## src/design/ppt_pkg.sv

```systemverilog
// ----------------------------------------------------------------------------
// ppt_pkg
// Types, codes and helper functions shared by the prescaled period timer.
// ----------------------------------------------------------------------------
`default_nettype none

package ppt_pkg;

    localparam int COUNT_WIDTH  = 32;
    localparam int DATA_WIDTH   = 32;
    localparam int PRE_WIDTH    = 8;
    localparam int DIV_WIDTH    = PRE_WIDTH + 1;
    localparam int ON_BIT       = 15;
    localparam int DIV_SEL_LSB  = 4;

    localparam logic [1:0] CMD_TICK  = 2'd0;
    localparam logic [1:0] CMD_READ  = 2'd1;
    localparam logic [1:0] CMD_WRITE = 2'd2;

    localparam logic [1:0] REG_CONTROL = 2'd0;
    localparam logic [1:0] REG_COUNT   = 2'd1;
    localparam logic [1:0] REG_PERIOD  = 2'd2;

    localparam logic [1:0] OP_PLAIN  = 2'd0;
    localparam logic [1:0] OP_CLEAR  = 2'd1;
    localparam logic [1:0] OP_SET    = 2'd2;
    localparam logic [1:0] OP_INVERT = 2'd3;

    localparam logic [COUNT_WIDTH-1:0] DEFAULT_PERIOD = COUNT_WIDTH'(16'hFFFF);
    localparam logic [DATA_WIDTH-1:0]  PERIOD_RESET   = DATA_WIDTH'(16'hFFFF);

    typedef struct packed {
        logic [1:0]            cmd;
        logic [1:0]            sel;
        logic [1:0]            op;
        logic [DATA_WIDTH-1:0] data;
    } t_req;

    typedef struct packed {
        logic [DATA_WIDTH-1:0] rdata;
        logic                  rvalid;
        logic                  irq;
    } t_rsp;

    function automatic logic [DATA_WIDTH-1:0] apply_op(
        input logic [DATA_WIDTH-1:0] old_val,
        input logic [DATA_WIDTH-1:0] data,
        input logic [1:0]            op
    );
        logic [DATA_WIDTH-1:0] res;
        unique case (op)
            OP_PLAIN:  res = data;
            OP_CLEAR:  res = old_val & ~data;
            OP_SET:    res = old_val | data;
            OP_INVERT: res = old_val ^ data;
            default:   res = data;
        endcase
        return res;
    endfunction

    function automatic logic [DIV_WIDTH-1:0] divisor(
        input logic       type_a,
        input logic [2:0] sel
    );
        logic [DIV_WIDTH-1:0] d;
        if (type_a) begin
            unique case (sel[1:0])
                2'd0:    d = DIV_WIDTH'(1);
                2'd1:    d = DIV_WIDTH'(8);
                2'd2:    d = DIV_WIDTH'(64);
                2'd3:    d = DIV_WIDTH'(256);
                default: d = DIV_WIDTH'(1);
            endcase
        end else begin
            unique case (sel)
                3'd0:    d = DIV_WIDTH'(1);
                3'd1:    d = DIV_WIDTH'(2);
                3'd2:    d = DIV_WIDTH'(4);
                3'd3:    d = DIV_WIDTH'(8);
                3'd4:    d = DIV_WIDTH'(16);
                3'd5:    d = DIV_WIDTH'(32);
                3'd6:    d = DIV_WIDTH'(64);
                3'd7:    d = DIV_WIDTH'(256);
                default: d = DIV_WIDTH'(1);
            endcase
        end
        return d;
    endfunction

endpackage

`default_nettype wire

```

## src/design/prescaled_period_timer_regs_core.sv

```systemverilog
// ----------------------------------------------------------------------------
// prescaled_period_timer_regs_core
// Prescaled up-counting period timer with control, count and period registers.
// ----------------------------------------------------------------------------
// A word is registered in the input register, then its result in the result
// register. Throughput is one word per cycle while the sink takes each word.
// Reset is synchronous and active low; it empties both pipeline registers,
// clears control, count and prescaler, and loads the period with 65535.
`default_nettype none

module prescaled_period_timer_regs_core (
    input  wire logic        i_clk,
    input  wire logic        i_rst_n,
    input  wire logic        i_cfg_valid,
    output logic             o_cfg_ready,
    input  wire logic        i_cfg_data,    // type_a_timer
    input  wire logic        i_s_tvalid,
    output logic             o_s_tready,
    input  wire logic [31:0] i_s_tdata,     // write_data
    input  wire logic [5:0]  i_s_tuser,     // command, reg_select, sub_op
    output logic             o_m_tvalid,
    input  wire logic        i_m_tready,
    output logic [31:0]      o_m_tdata,     // read_data
    output logic [1:0]       o_m_tuser      // read_valid, irq_pulse
);
    import ppt_pkg::*;

    t_req in_req;
    t_req st_req;
    t_rsp core_rsp;
    t_rsp out_rsp;
    logic st_valid;
    logic advance;

    assign o_cfg_ready = 1'b1;

    assign in_req.cmd  = i_s_tuser[1:0];
    assign in_req.sel  = i_s_tuser[3:2];
    assign in_req.op   = i_s_tuser[5:4];
    assign in_req.data = i_s_tdata;

    ppt_in_reg u_in (
        .i_clk     (i_clk),
        .i_rst_n   (i_rst_n),
        .i_valid   (i_s_tvalid),
        .o_ready   (o_s_tready),
        .i_req     (in_req),
        .i_advance (advance),
        .o_valid   (st_valid),
        .o_req     (st_req)
    );

    ppt_timer_core u_core (
        .i_clk        (i_clk),
        .i_rst_n      (i_rst_n),
        .i_cfg_we     (i_cfg_valid),
        .i_cfg_type_a (i_cfg_data),
        .i_fire       (st_valid && advance),
        .i_req        (st_req),
        .o_rsp        (core_rsp)
    );

    ppt_out_reg u_out (
        .i_clk     (i_clk),
        .i_rst_n   (i_rst_n),
        .i_valid   (st_valid),
        .i_rsp     (core_rsp),
        .o_advance (advance),
        .o_valid   (o_m_tvalid),
        .i_ready   (i_m_tready),
        .o_rsp     (out_rsp)
    );

    assign o_m_tdata = out_rsp.rdata;
    assign o_m_tuser = {out_rsp.irq, out_rsp.rvalid};

endmodule

`default_nettype wire

```

## src/design/ppt_in_reg.sv

```systemverilog
// ----------------------------------------------------------------------------
// ppt_in_reg
// Input register that holds one request word until the timer core takes it.
// ----------------------------------------------------------------------------
`default_nettype none

module ppt_in_reg (
    input  wire logic        i_clk,
    input  wire logic        i_rst_n,
    input  wire logic        i_valid,
    output logic             o_ready,
    input  wire ppt_pkg::t_req i_req,
    input  wire logic        i_advance,
    output logic             o_valid,
    output ppt_pkg::t_req    o_req
);
    import ppt_pkg::*;

    logic r_valid;
    t_req r_req;

    assign o_ready = !r_valid || i_advance;
    assign o_valid = r_valid;
    assign o_req   = r_req;

    always_ff @(posedge i_clk) begin
        if (!i_rst_n) begin
            r_valid <= 1'b0;
        end else if (o_ready) begin
            r_valid <= i_valid;
        end
    end

    always_ff @(posedge i_clk) begin
        if (o_ready && i_valid) begin
            r_req <= i_req;
        end
    end

endmodule

`default_nettype wire

```

## src/design/ppt_timer_core.sv

```systemverilog
// ----------------------------------------------------------------------------
// ppt_timer_core
// Control, count, period and prescaler registers with the per-word update.
// ----------------------------------------------------------------------------
`default_nettype none

module ppt_timer_core (
    input  wire logic          i_clk,
    input  wire logic          i_rst_n,
    input  wire logic          i_cfg_we,
    input  wire logic          i_cfg_type_a,
    input  wire logic          i_fire,
    input  wire ppt_pkg::t_req i_req,
    output ppt_pkg::t_rsp      o_rsp
);
    import ppt_pkg::*;

    logic                   r_type_a;
    logic [DATA_WIDTH-1:0]  r_ctrl,  n_ctrl;
    logic [COUNT_WIDTH-1:0] r_cnt,   n_cnt;
    logic [DATA_WIDTH-1:0]  r_per,   n_per;
    logic [PRE_WIDTH-1:0]   r_pre,   n_pre;

    logic                   on;
    logic [DIV_WIDTH-1:0]   div;
    logic [COUNT_WIDTH-1:0] cnt_inc;
    logic [COUNT_WIDTH-1:0] eff_per;
    logic [DATA_WIDTH-1:0]  cnt_wr;
    t_rsp                   rsp;

    assign on      = r_ctrl[ON_BIT];
    assign div     = divisor(r_type_a, r_ctrl[DIV_SEL_LSB +: 3]);
    assign cnt_inc = r_cnt + COUNT_WIDTH'(1);
    assign eff_per = (r_per[COUNT_WIDTH-1:0] == '0) ? DEFAULT_PERIOD
                                                    : r_per[COUNT_WIDTH-1:0];
    assign cnt_wr  = apply_op(DATA_WIDTH'(r_cnt), i_req.data, i_req.op);

    always_comb begin
        n_ctrl     = r_ctrl;
        n_cnt      = r_cnt;
        n_per      = r_per;
        n_pre      = r_pre;
        rsp.rdata  = '0;
        rsp.rvalid = 1'b0;
        rsp.irq    = 1'b0;
        unique case (i_req.cmd)
            CMD_TICK: begin
                if (on) begin
                    if ({1'b0, r_pre} + DIV_WIDTH'(1) >= div) begin
                        n_pre = '0;
                        if (cnt_inc == eff_per) begin
                            n_cnt   = '0;
                            rsp.irq = 1'b1;
                        end else begin
                            n_cnt = cnt_inc;
                        end
                    end else begin
                        n_pre = r_pre + PRE_WIDTH'(1);
                    end
                end
            end
            CMD_READ: begin
                rsp.rvalid = 1'b1;
                unique case (i_req.sel)
                    REG_CONTROL: rsp.rdata = r_ctrl;
                    REG_COUNT:   rsp.rdata = DATA_WIDTH'(r_cnt);
                    REG_PERIOD:  rsp.rdata = r_per;
                    default:     rsp.rdata = '0;
                endcase
            end
            CMD_WRITE: begin
                unique case (i_req.sel)
                    REG_CONTROL: begin
                        n_ctrl = apply_op(r_ctrl, i_req.data, i_req.op);
                        if (n_ctrl[ON_BIT]) begin
                            n_cnt = '0;
                            n_pre = '0;
                        end
                    end
                    REG_COUNT: begin
                        if (!on) begin
                            n_cnt = cnt_wr[COUNT_WIDTH-1:0];
                        end
                    end
                    REG_PERIOD: begin
                        n_per = apply_op(r_per, i_req.data, i_req.op);
                        if (on) begin
                            n_cnt = '0;
                            n_pre = '0;
                        end
                    end
                    default: begin
                    end
                endcase
            end
            default: begin
            end
        endcase
    end

    assign o_rsp = rsp;

    always_ff @(posedge i_clk) begin
        if (!i_rst_n) begin
            r_type_a <= 1'b0;
            r_ctrl   <= '0;
            r_cnt    <= '0;
            r_per    <= PERIOD_RESET;
            r_pre    <= '0;
        end else begin
            if (i_cfg_we) begin
                r_type_a <= i_cfg_type_a;
            end
            if (i_fire) begin
                r_ctrl <= n_ctrl;
                r_cnt  <= n_cnt;
                r_per  <= n_per;
                r_pre  <= n_pre;
            end
        end
    end

endmodule

`default_nettype wire

```

## src/design/ppt_out_reg.sv

```systemverilog
// ----------------------------------------------------------------------------
// ppt_out_reg
// Result register that holds one response word until the sink takes it.
// ----------------------------------------------------------------------------
`default_nettype none

module ppt_out_reg (
    input  wire logic          i_clk,
    input  wire logic          i_rst_n,
    input  wire logic          i_valid,
    input  wire ppt_pkg::t_rsp i_rsp,
    output logic               o_advance,
    output logic               o_valid,
    input  wire logic          i_ready,
    output ppt_pkg::t_rsp      o_rsp
);
    import ppt_pkg::*;

    logic r_valid;
    t_rsp r_rsp;

    assign o_advance = !r_valid || i_ready;
    assign o_valid   = r_valid;
    assign o_rsp     = r_rsp;

    always_ff @(posedge i_clk) begin
        if (!i_rst_n) begin
            r_valid <= 1'b0;
        end else if (o_advance) begin
            r_valid <= i_valid;
        end
    end

    always_ff @(posedge i_clk) begin
        if (o_advance && i_valid) begin
            r_rsp <= i_rsp;
        end
    end

endmodule

`default_nettype wire

```

## config.mk

```make
export PLATFORM = sky130hd
export DESIGN_NAME = prescaled_period_timer_regs_core
export DESIGN_NICKNAME = d
export VERILOG_FILES = /design/src/design/ppt_pkg.sv /design/src/design/prescaled_period_timer_regs_core.sv /design/src/design/ppt_in_reg.sv /design/src/design/ppt_timer_core.sv /design/src/design/ppt_out_reg.sv
export SDC_FILE = /design/constraint.sdc
export NUM_CORES = 1
export LEC_CHECK = 0
export BUFFER_PORTS_ARGS = -buffer_cell sky130_fd_sc_hd__buf_2
export CAP_MARGIN = 20
export CORE_MARGIN = 5
export CORE_UTILIZATION = 35
export DETAILED_ROUTE_END_ITERATION = 16
export GPL_TIMING_DRIVEN = 0
export HOLD_SLACK_MARGIN = 0.03
export PLACE_DENSITY_LB_ADDON = 0.3
export SLEW_MARGIN = 25
export SYNTH_ARGS = -nofsm -noshare
export SYNTH_HDL_FRONTEND = slang
export SYNTH_HIERARCHICAL = 1
export SYNTH_SLANG_ARGS = --single-unit
```

## constraint.sdc

```tcl
create_clock -name i_clk -period 6.6 [get_ports i_clk]
set_clock_uncertainty 0.2 [all_clocks]
set_input_delay 1.32 -clock i_clk [delete_from_list [all_inputs] [get_ports i_clk]]
set_output_delay 1.32 -clock i_clk [all_outputs]
set_load 0.02 [all_outputs]
```

==> results of run 1 <==
placed cells by master (no fill, tap or decap), types with 19 or more instances in the layout:
cell	netlist	routed
o211ai_1	40	40
buf_2	14	95
nand2_1	136	136
nand3_1	39	39
dfxtp_1	115	115
o21ai_0	81	81
mux2i_1	39	39
clkbuf_1	101	101
inv_1	140	140
nor2_1	248	248
nor4_1	21	19
a211oi_1	114	114
ha_1	202	202
buf_1	20	20
xnor2_1	40	40
nand4_1	24	24
a21oi_1	209	209
edfxtp_1	72	72
cells by family (layout without fill, tap and decap cells):
logic type | after synthesis | after routing
buffers and inverters | 276 | 391
multiplexers | 40 | 40
adder cells (fa/ha/maj) | 202 | 202
XOR/XNOR | 51 | 51
flip-flops | 187 | 187
AO/OA/AOI/OAI | 514 | 514
AND/OR/NAND/NOR | 555 | 555
other | 1 | 1
registers in the layout, summed over array words and instances, names as in the netlist, named ones only:
signal / count
u_core/r_cnt: 32
u_core/r_ctrl: 32
u_core/r_per: 32
u_core/r_pre: 8
u_core/r_type_a: 1
u_in/o_req: 38
u_in/o_valid: 1
u_out/o_rsp: 34
u_out/o_valid: 1
how the worst max path moves through the flow:
stage,startpoint,to,slack [ns],cells past startpoint
5_1_grt,u_core/r_per[12],u_core/r_cnt[17],1.30,10
4_1_cts,u_core/r_per[12],u_core/r_cnt[17],1.68,10
3_5_place_dp,u_core/r_per[12],u_core/r_cnt[17],1.71,10
6_report,u_core/r_per[12],u_core/r_cnt[17],1.42,10
2_1_floorplan,i_m_tready,u_core/r_cnt[12],3.10,9
3_3_place_gp,i_m_tready,u_core/r_cnt[15],0.89,10
per-layer routing:
| metal | up-vias | share of wire (%) | GRT usage (%) | wire, um |
|---|---|---|---|---|
| met5 | - | 0.019 | 0 | 12 |
| met4 | 2 | 5.3 | 14.10 | 3301 |
| met1 | 7028 | 43 | 35.76 | 26900 |
| met2 | 679 | 43 | 40.23 | 26870 |
| met3 | 159 | 8.0 | 4.714 | 4965 |
| li1 | 6704 | - | - | - |
layout make-up:
class / instances / area, um2
Buffer: 136 / 531.8
Clock buffer: 17 / 425.4
Clock inverter: 15 / 177.7
Fill cell: 4277 / 25340
Timing Repair Buffer: 83 / 420.4
Multi-Input combinational cell: 1363 / 9203
Tap cell: 539 / 674.4
Sequential cell: 187 / 4464
Inverter: 140 / 525.5
report_power, final:
group | leakage (nW) | switching (mW) | internal (mW)
Sequential | 1.63 | 0.0217 | 1.23
Clock | 0.287 | 0.565 | 0.571
Combinational | 4.55 | 0.337 | 0.126
Total | 6.47 | 0.925 | 1.93
critical path, cell delays in order (launching register included):
cell and delay, ns:
dfxtp_1 0.33, clkbuf_1 0.20, nor4_1 0.64, nand4_1 0.52, nor2_1 0.88, a221oi_1 0.32
a31o_2 0.33, nor4_2 0.55, a31oi_4 0.27, nand2_1 0.53, o311ai_1 0.23
==> impl_metrics.yaml, run 1 <==
status:
  status: "complete, no violations"
routing:
  drc: 0
  antenna_left: 0
  vias: 14572
  first_pass_iters: 5
  routed_wl_um: 62050
  avgRoutedWirePerCell_um: 25.02
  drtIter0Drc: 1474
  drt-vias-per-instance: 5.876
global_routing:
  grt_pass1_vias: 14145
  antenna_found_initial: 1
  grt_use_total_pct: 26.42
  grt_pass1_wl_um: 91980
  overflow: 0
  grt_max_degree: 39
sta:
  drv_slew: 0
  whs_ns: 0.3000
  setup_slack_ns: 1.423
  finalSetupTns_ns: 0
  period_share_pct: 78.43
  relSlewSlack_pct: 25.43
  rsz0062_at_grt: "no"
  setup_viol: 0
  worst_pin_slew_ns: 1.119
  hold_violations: 0
  post-route-min-period_ns: 5.177
  timing.fmax_mhz: 193.2
setup_path:
  crit_path_end_kind: "flop"
  critPathRequiredTime_ns: 6.74
  rrSetupSlack_ns: 1.42
  critPathLaunchType: "flop"
  reg2reg_to: "u_core/r_cnt[17]"
  worstReg2RegStart: "u_core/r_per[12]"
  reg2reg_depth: 10
  path_class: "flop to flop"
  crit_fanout: 10
  cp.arrival_ns: 5.31
floorplan:
  die_x_um: 215.0
  core_area_um2: 41760
  start_util_pct: 35.22
  ios: 81
  row_count: 75
  die_h_um: 215.0
  dieArea_um2: 46220
logic_synthesis:
  synth_seq_cells: 187
  yosys.area_share.simple_pct: 17.61
  async_flop_share_pct: 0
  yosysTopAreaCellShare_pct: 17.19
  synth_common_cells: "248 x nor2_1, 209 x a21oi_1, 202 x ha_1"
  yosys.area_share.xor_xnor_pct: 3.037
  synthAdderAreaFrac_pct: 17.19
  netlist_area_um2: 14710
  yosysMostFrequentCell: "nor2_1"
  synth_nets: 2072
  yosysWarnings: 6
  synth-compound-area-share_pct: 21.86
  synth_top_area_cell: "ha_1"
  post_synth.cell_area_avg_um2: 8.054
  synth_cell_types: 72
  ys_seq_area_share_pct: 30.36
  syn_inst: 1826
  synthMuxAreaShare_pct: 2.731
  synth-edff-count: 72
  ys_top_cells_by_area: "ha_1 17%, dfxtp_1 16%, edfxtp_1 15%"
  ys.flop_type: "dfxtp_1"
  synth_top_family_by_area: "compound AO/OA/AOI/OAI gates"
cells_and_area:
  nNetsFinal: 2174
  utilization_pct: 39.33
  drive_above_1_share_pct: 8.089
  num_antenna_cells: 0
  syn_to_final_growth_pct: 11.66
  final_area_um2: 16420
  final_cell_count_no_fill: 2480
placement:
  place_inst: 2448
  dp_hpwl_um: 46570
  pre_cts_ws_ns: 1.706
  placed_area_um2: 15820
  gp_congestion: 1.017
  io_buffers: 79
clocking:
  cts_made_buffers: 17
  clock-root-buffer: "clkbuf_16"
  ctsHtreeMaxLevel: 4
  cts_tree: "done"
  holdBufCountCts: 0
  cts.sinks: 187
  cts_resized: 0
  clk_transition_reported_paths_ns: 0.08
  postCtsSetupRepairBufs: 0
  cts_buffer_depth: 2
  insertion_delay_ns: 0.52
min_path:
  hp-class: "flop to flop"
  worstHoldStart: "u_core/r_pre[5]"
  hold_depth: 2
  hold_end: "u_core/r_pre[5]"
pwr:
  p_total_mw: 2.852
  leakage_nw: 6.467
  peakVddDrop_uv: 194.6
  p_per_area_nw_per_um2: 173.7
run:
  cap_violations: 0
Power figures use the tool's default switching activity.
==> run 2: changes to the inputs <==
Clock period 6.6 ns to 4.4 ns, I/O delays scaled along.
==> impl_metrics.yaml, run 2 (synthesis gave the netlist of run 1 again) <==
floorplan:
  start_util_pct: 35.22
  die_h_um: 215.0
  core_area_um2: 41760
  die_x_um: 215.0
  row_count: 75
  dieArea_um2: 46220
  ios: 81
min_path:
  hold_end: "u_core/r_pre[5]"
  hp-class: "flop to flop"
  worstHoldStart: "u_core/r_pre[5]"
  hold_depth: 2
clocking:
  clock-root-buffer: "clkbuf_16"
  cts_tree: "done"
  holdBufCountCts: 0
  cts_made_buffers: 17
  cts.sinks: 187
  ctsHtreeMaxLevel: 4
  cts_buffer_depth: 2
  clk_transition_reported_paths_ns: 0.09
  insertion_delay_ns: 0.52
sta:
  worst_pin_slew_ns: 1.095
  rsz0062_at_grt: "no"
  post-route-min-period_ns: 4.252
  relSlewSlack_pct: 27.02
  drv_slew: 0
  setup_viol: 0
  timing.fmax_mhz: 235.2
  period_share_pct: 96.63
  hold_violations: 0
setup_path:
  worst_path_largest_cell_delay_ns: 0.65
  path_class: "flop to flop"
  critPathLaunchType: "flop"
  crit_path_top_delay_cell: "or4_4"
  crit_family: "simple AND/OR/NAND/NOR gates"
  crit_fanout: 10
  rrSetupSlack_ns: 0.15
  crit_path_end_kind: "flop"
  path_common_cell: "buf_2"
  worstPathCellList: "ha_1, buf_2, inv_1, or4_4, nor4_4, or4b_1, a211oi_2, a31oi_4, buf_2, a32oi_1, o211ai_1"
  critical_path_buf_inv_count: 3
  reg2reg_to: "u_core/r_cnt[25]"
  worstReg2RegStart: "u_core/r_cnt[1]"
  cp.arrival_ns: 4.43
  critPathRequiredTime_ns: 4.58
  crit_start: "u_core/r_cnt[1]"
  reg2reg_depth: 11
global_routing:
  grt_pass1_vias: 14171
  grt_use_total_pct: 26.41
  grt_pass1_wl_um: 92020
  antenna_found_initial: 1
  overflow: 0
  grt_max_degree: 39
pwr:
  p_seq_share_pct: 43.9
  clkPwrFrac_pct: 39.7
  leakage_nw: 6.538
  p_int_mw: 2.897
  p_sw_share_pct: 32.34
  combPwrFrac_pct: 16.5
  p_per_area_nw_per_um2: 259.0
  peakVddDrop_uv: 291.6
  p_total_mw: 4.282
  p_sw_mw: 1.385
routing:
  routed_wl_um: 62190
  drtIter0Drc: 1464
  avgRoutedWirePerCell_um: 25.01
  vias: 14701
  drc: 0
  first_pass_iters: 5
  drt-vias-per-instance: 5.914
  antenna_left: 0
cells_and_area:
  final_common_cell: "nor2_1"
  layout_common_cells: "246 x nor2_1, 209 x a21oi_1, 202 x ha_1"
  utilization_pct: 39.59
  drive_above_1_share_pct: 8.680
  multi_input_area_um2: 9254
  regArea_um2: 4464
  syn_to_final_growth_pct: 12.42
  filler_cell_count: 4275
  nNetsFinal: 2180
  largest_reg_flops: 38
  num_antenna_cells: 0
placement:
  io_buffers: 79
  dp_hpwl_um: 46570
  gp_congestion: 1.017
run:
  cap_violations: 0
status:
  status: "complete, no violations"
run 2: worst max-delay path by stage:
| stage | end | cells after the start |
|---|---|---|
| after floorplan | u_core/r_cnt[12] | 13 |
| after global placement | u_core/r_cnt[15] | 13 |
| after detailed placement | u_core/r_cnt[17] | 10 |
| after CTS | u_core/r_cnt[15] | 14 |
| after global routing | u_core/r_cnt[16] | 13 |
| final | u_core/r_cnt[25] | 11 |
run 2: through the flow:
stage / setup WS [ns] / setup TNS [ns] / area (um2) / cells / hold slack, ns
5_1_grt: 0.006905 / 0 / 16530 / 2486 / 0.3167
6_report: 0.1483 / 0 / 16530 / 2486 / 0.2990
2_1_floorplan: 0.9238 / 0 / 14710 / 1826 / 0.2646
3_5_place_dp: -0.4937 / -11.12 / 15820 / 2448 / 0.2912
4_1_cts: 0.001992 / 0 / 16480 / 2484 / 0.3017
3_3_place_gp: -1.203 / -20.50 / 15780 / 2444 / 0.2831
run 2: area by class of cell:
| class | count | share of cell area (%) |
|---|---|---|
| multi-input cells | 1363 | 55.97 |
| flip-flops and latches | 187 | 27.00 |
| well taps | 539 | 4.079 |
| plain buffers | 136 | 3.231 |
| inverters | 140 | 3.178 |
| repair buffers | 89 | 2.891 |
| clock buffers | 17 | 2.573 |
| clock inverters | 15 | 1.075 |
run 2: layer usage:
metal | up-vias | wire [um] | global-route usage, %
met2 | 717 | 27030 | 40.23
li1 | 6721 | - | -
met5 | - | 12 | 0
met3 | 160 | 4742 | 4.644
met1 | 7101 | 27160 | 35.76
met4 | 2 | 3240 | 14.17
run 2: power by group through the flow:
stage	clock network, mW	registers (mW)	logic (mW)
global placement	0	1.92	0.663
detailed placement	0	1.92	0.676
global route	1.81	1.88	0.761
floorplan	0	1.92	0.396
finish	1.70	1.88	0.705
CTS	1.75	1.88	0.686
run 2: worst register-to-register path, cell delays in order, from the launching register on:
cell and delay, ns:
dfxtp_1 0.54, ha_1 0.21, buf_2 0.21, inv_1 0.15, or4_4 0.65, nor4_4 0.37
or4b_1 0.49, a211oi_2 0.43, a31oi_4 0.21, buf_2 0.29, a32oi_1 0.24, o211ai_1 0.12
run 2: what timing repair did:
item	in CTS	in global routing
setup buffers	4	2
gates cloned	0	0
pin swaps	2	1
gates resized for setup	4	9
setup endpoints to repair	33	31
==> run 3: changes to the inputs <==
Settings changed: CORE_ASPECT_RATIO set to 0.8, PLACE_DENSITY set to 0.6, PLACE_DENSITY_LB_ADDON 0.3 to not set.
==> impl_metrics.yaml, run 3 (synthesis gave the netlist of run 1 again) <==
placement:
  placed_area_um2: 15820
  gp_congestion: 1.017
  dp_hpwl_um: 45840
  io_buffers: 79
  pre_cts_ws_ns: -0.5122
cells_and_area:
  largest_reg_flops: 38
  regArea_um2: 4466
  drive_above_1_share_pct: 9.091
  utilization_pct: 39.66
  num_antenna_cells: 0
  filler_cell_count: 4312
  layout_common_cells: "246 x nor2_1, 209 x a21oi_1, 202 x ha_1"
  syn_to_final_growth_pct: 12.59
  nNetsFinal: 2180
  final_area_um2: 16560
  multi_input_area_um2: 9276
  final_common_cell: "nor2_1"
sta:
  rsz0062_at_grt: "yes"
  setup_viol: 2
  period_share_pct: 101.6
  timing.fmax_mhz: 223.6
  drv_slew: 0
  post-route-min-period_ns: 4.472
  setup_slack_ns: -0.07249
  hold_violations: 0
  worst_pin_slew_ns: 1.148
  relSlewSlack_pct: 23.45
clocking:
  insertion_delay_ns: 0.48
  ctsHtreeMaxLevel: 4
  cts.sinks: 187
  cts_buffer_depth: 2
  clock-root-buffer: "clkbuf_16"
  cts_tree: "done"
  clk_transition_reported_paths_ns: 0.08
  cts_made_buffers: 17
global_routing:
  grt_use_total_pct: 26.13
  grt_pass1_wl_um: 91290
  met3_usage_pct: 6.350
  grt_use_met2_pct: 39.30
  antenna_found_initial: 2
  grt_pass1_vias: 13972
  use_met1_pct: 36.54
  grt_max_degree: 39
  top_usage_layer: "met2"
  overflow: 0
floorplan:
  row_count: 67
  die_x_um: 239.2
  die_h_um: 193.3
  dieArea_um2: 46240
  start_util_pct: 35.23
  core_area_um2: 41750
  ios: 81
routing:
  drt-vias-per-instance: 5.908
  vias: 14764
  avgRoutedWirePerCell_um: 24.95
  first_pass_iters: 6
  routed_wl_um: 62350
  drc: 0
  antenna_left: 0
  drtIter0Drc: 1672
pwr:
  p_int_mw: 2.912
  p_sw_share_pct: 31.40
  leakage_nw: 6.574
  peakVddDrop_uv: 293.3
  p_seq_share_pct: 44.2
  combPwrFrac_pct: 16.8
  p_sw_mw: 1.333
  p_per_area_nw_per_um2: 256.3
  clkPwrFrac_pct: 39.0
setup_path:
  crit_fanout: 10
  path_class: "flop to flop"
  reg2reg_depth: 10
  reg2reg_to: "u_core/r_cnt[30]"
  cp.arrival_ns: 4.62
  crit_path_end_kind: "flop"
  critPathLaunchType: "flop"
  worstReg2RegStart: "u_core/r_cnt[5]"
  rrSetupSlack_ns: -0.07
  critPathRequiredTime_ns: 4.54
min_path:
  hold_depth: 2
  worstHoldStart: "u_core/r_pre[6]"
  hp-class: "flop to flop"
  hold_end: "u_core/r_pre[6]"
run:
  cap_violations: 0
status:
  violations: "negative setup slack"
  status: "finished with violations"
-- run 3: cell types whose count changed in the layout (fill, tap and decap cells not counted), moves of 2 or more --
cell and delta:
buf_4 +2, clkbuf_1 -4, clkbuf_2 +4, clkbuf_8 +2, clkinv_2 +4, clkinvlp_4 -2
inv_8 -3, nor4_1 -3, nor4_2 +2
-- run 3: power groups by stage --
stage | Combinational [mW] | Clock (mW) | Sequential [mW]
CTS | 0.689 | 1.70 | 1.88
floorplan | 0.396 | 0 | 1.92
finish | 0.712 | 1.66 | 1.88
detailed placement | 0.681 | 0 | 1.92
global route | 0.763 | 1.77 | 1.88
global placement | 0.667 | 0 | 1.92
-- run 3: what timing repair did --
action / 4_1_cts / 5_1_grt
setup buffers: 6 / 3
pin swaps: 2 / 1
hold buffers: 0 / 0
setup endpoints to repair: 32 / 32
resized for setup: 4 / 18
-- run 3: worst max path at each step --
stage	start	endpoint	slack, ns
after global routing	u_core/r_cnt[1]	u_core/r_cnt[19]	-0.001
after CTS	u_core/r_cnt[0]	u_core/r_cnt[30]	0.02
after detailed placement	u_core/r_per[26]	u_core/r_cnt[30]	-0.51
final	u_core/r_cnt[5]	u_core/r_cnt[30]	-0.07
after floorplan	u_core/r_type_a	u_core/r_cnt[12]	0.92
after global placement	u_core/r_type_a	u_core/r_cnt[19]	-0.84
-- run 3: through the flow --
step / total power [mW] / instances / setup TNS, ns / hold slack (ns)
2_1_floorplan: 2.320 / 1826 / 0 / 0.2646
3_3_place_gp: 2.583 / 2457 / -15.43 / 0.2845
3_5_place_dp: 2.598 / 2458 / -10.02 / 0.2907
4_1_cts: 4.267 / 2496 / 0 / 0.3024
5_1_grt: 4.413 / 2499 / -0.001400 / 0.3297
6_report: 4.244 / 2499 / -0.09523 / 0.2969
-- run 3: routing by layer --
layer  vias up  wire length, um
met5         -                0
met4         0             2359
met3       147             5688
met2       775            26830
met1      7131            27480
li1       6711                -
-- run 3: layout make-up --
cell class,count,area share (%)
inverter,140,3.174
clock inverter,13,0.8463
buffer,136,3.257
sequential,187,26.97
tap,552,4.171
multi-input combinational,1363,56.02
timing repair buffer,89,2.826
clock buffer,19,2.735
-- run 3: critical path, cell delays in order (launching register included) --
cell and delay, ns:
dfxtp_1 0.59, nand4_2 0.27, buf_2 0.29, nor4_4 0.59
nand3_1 0.42, o221ai_1 0.42, or4_4 0.24, nor4_4 0.07
a31oi_4 0.44, nand2_2 0.34, o311ai_1 0.46
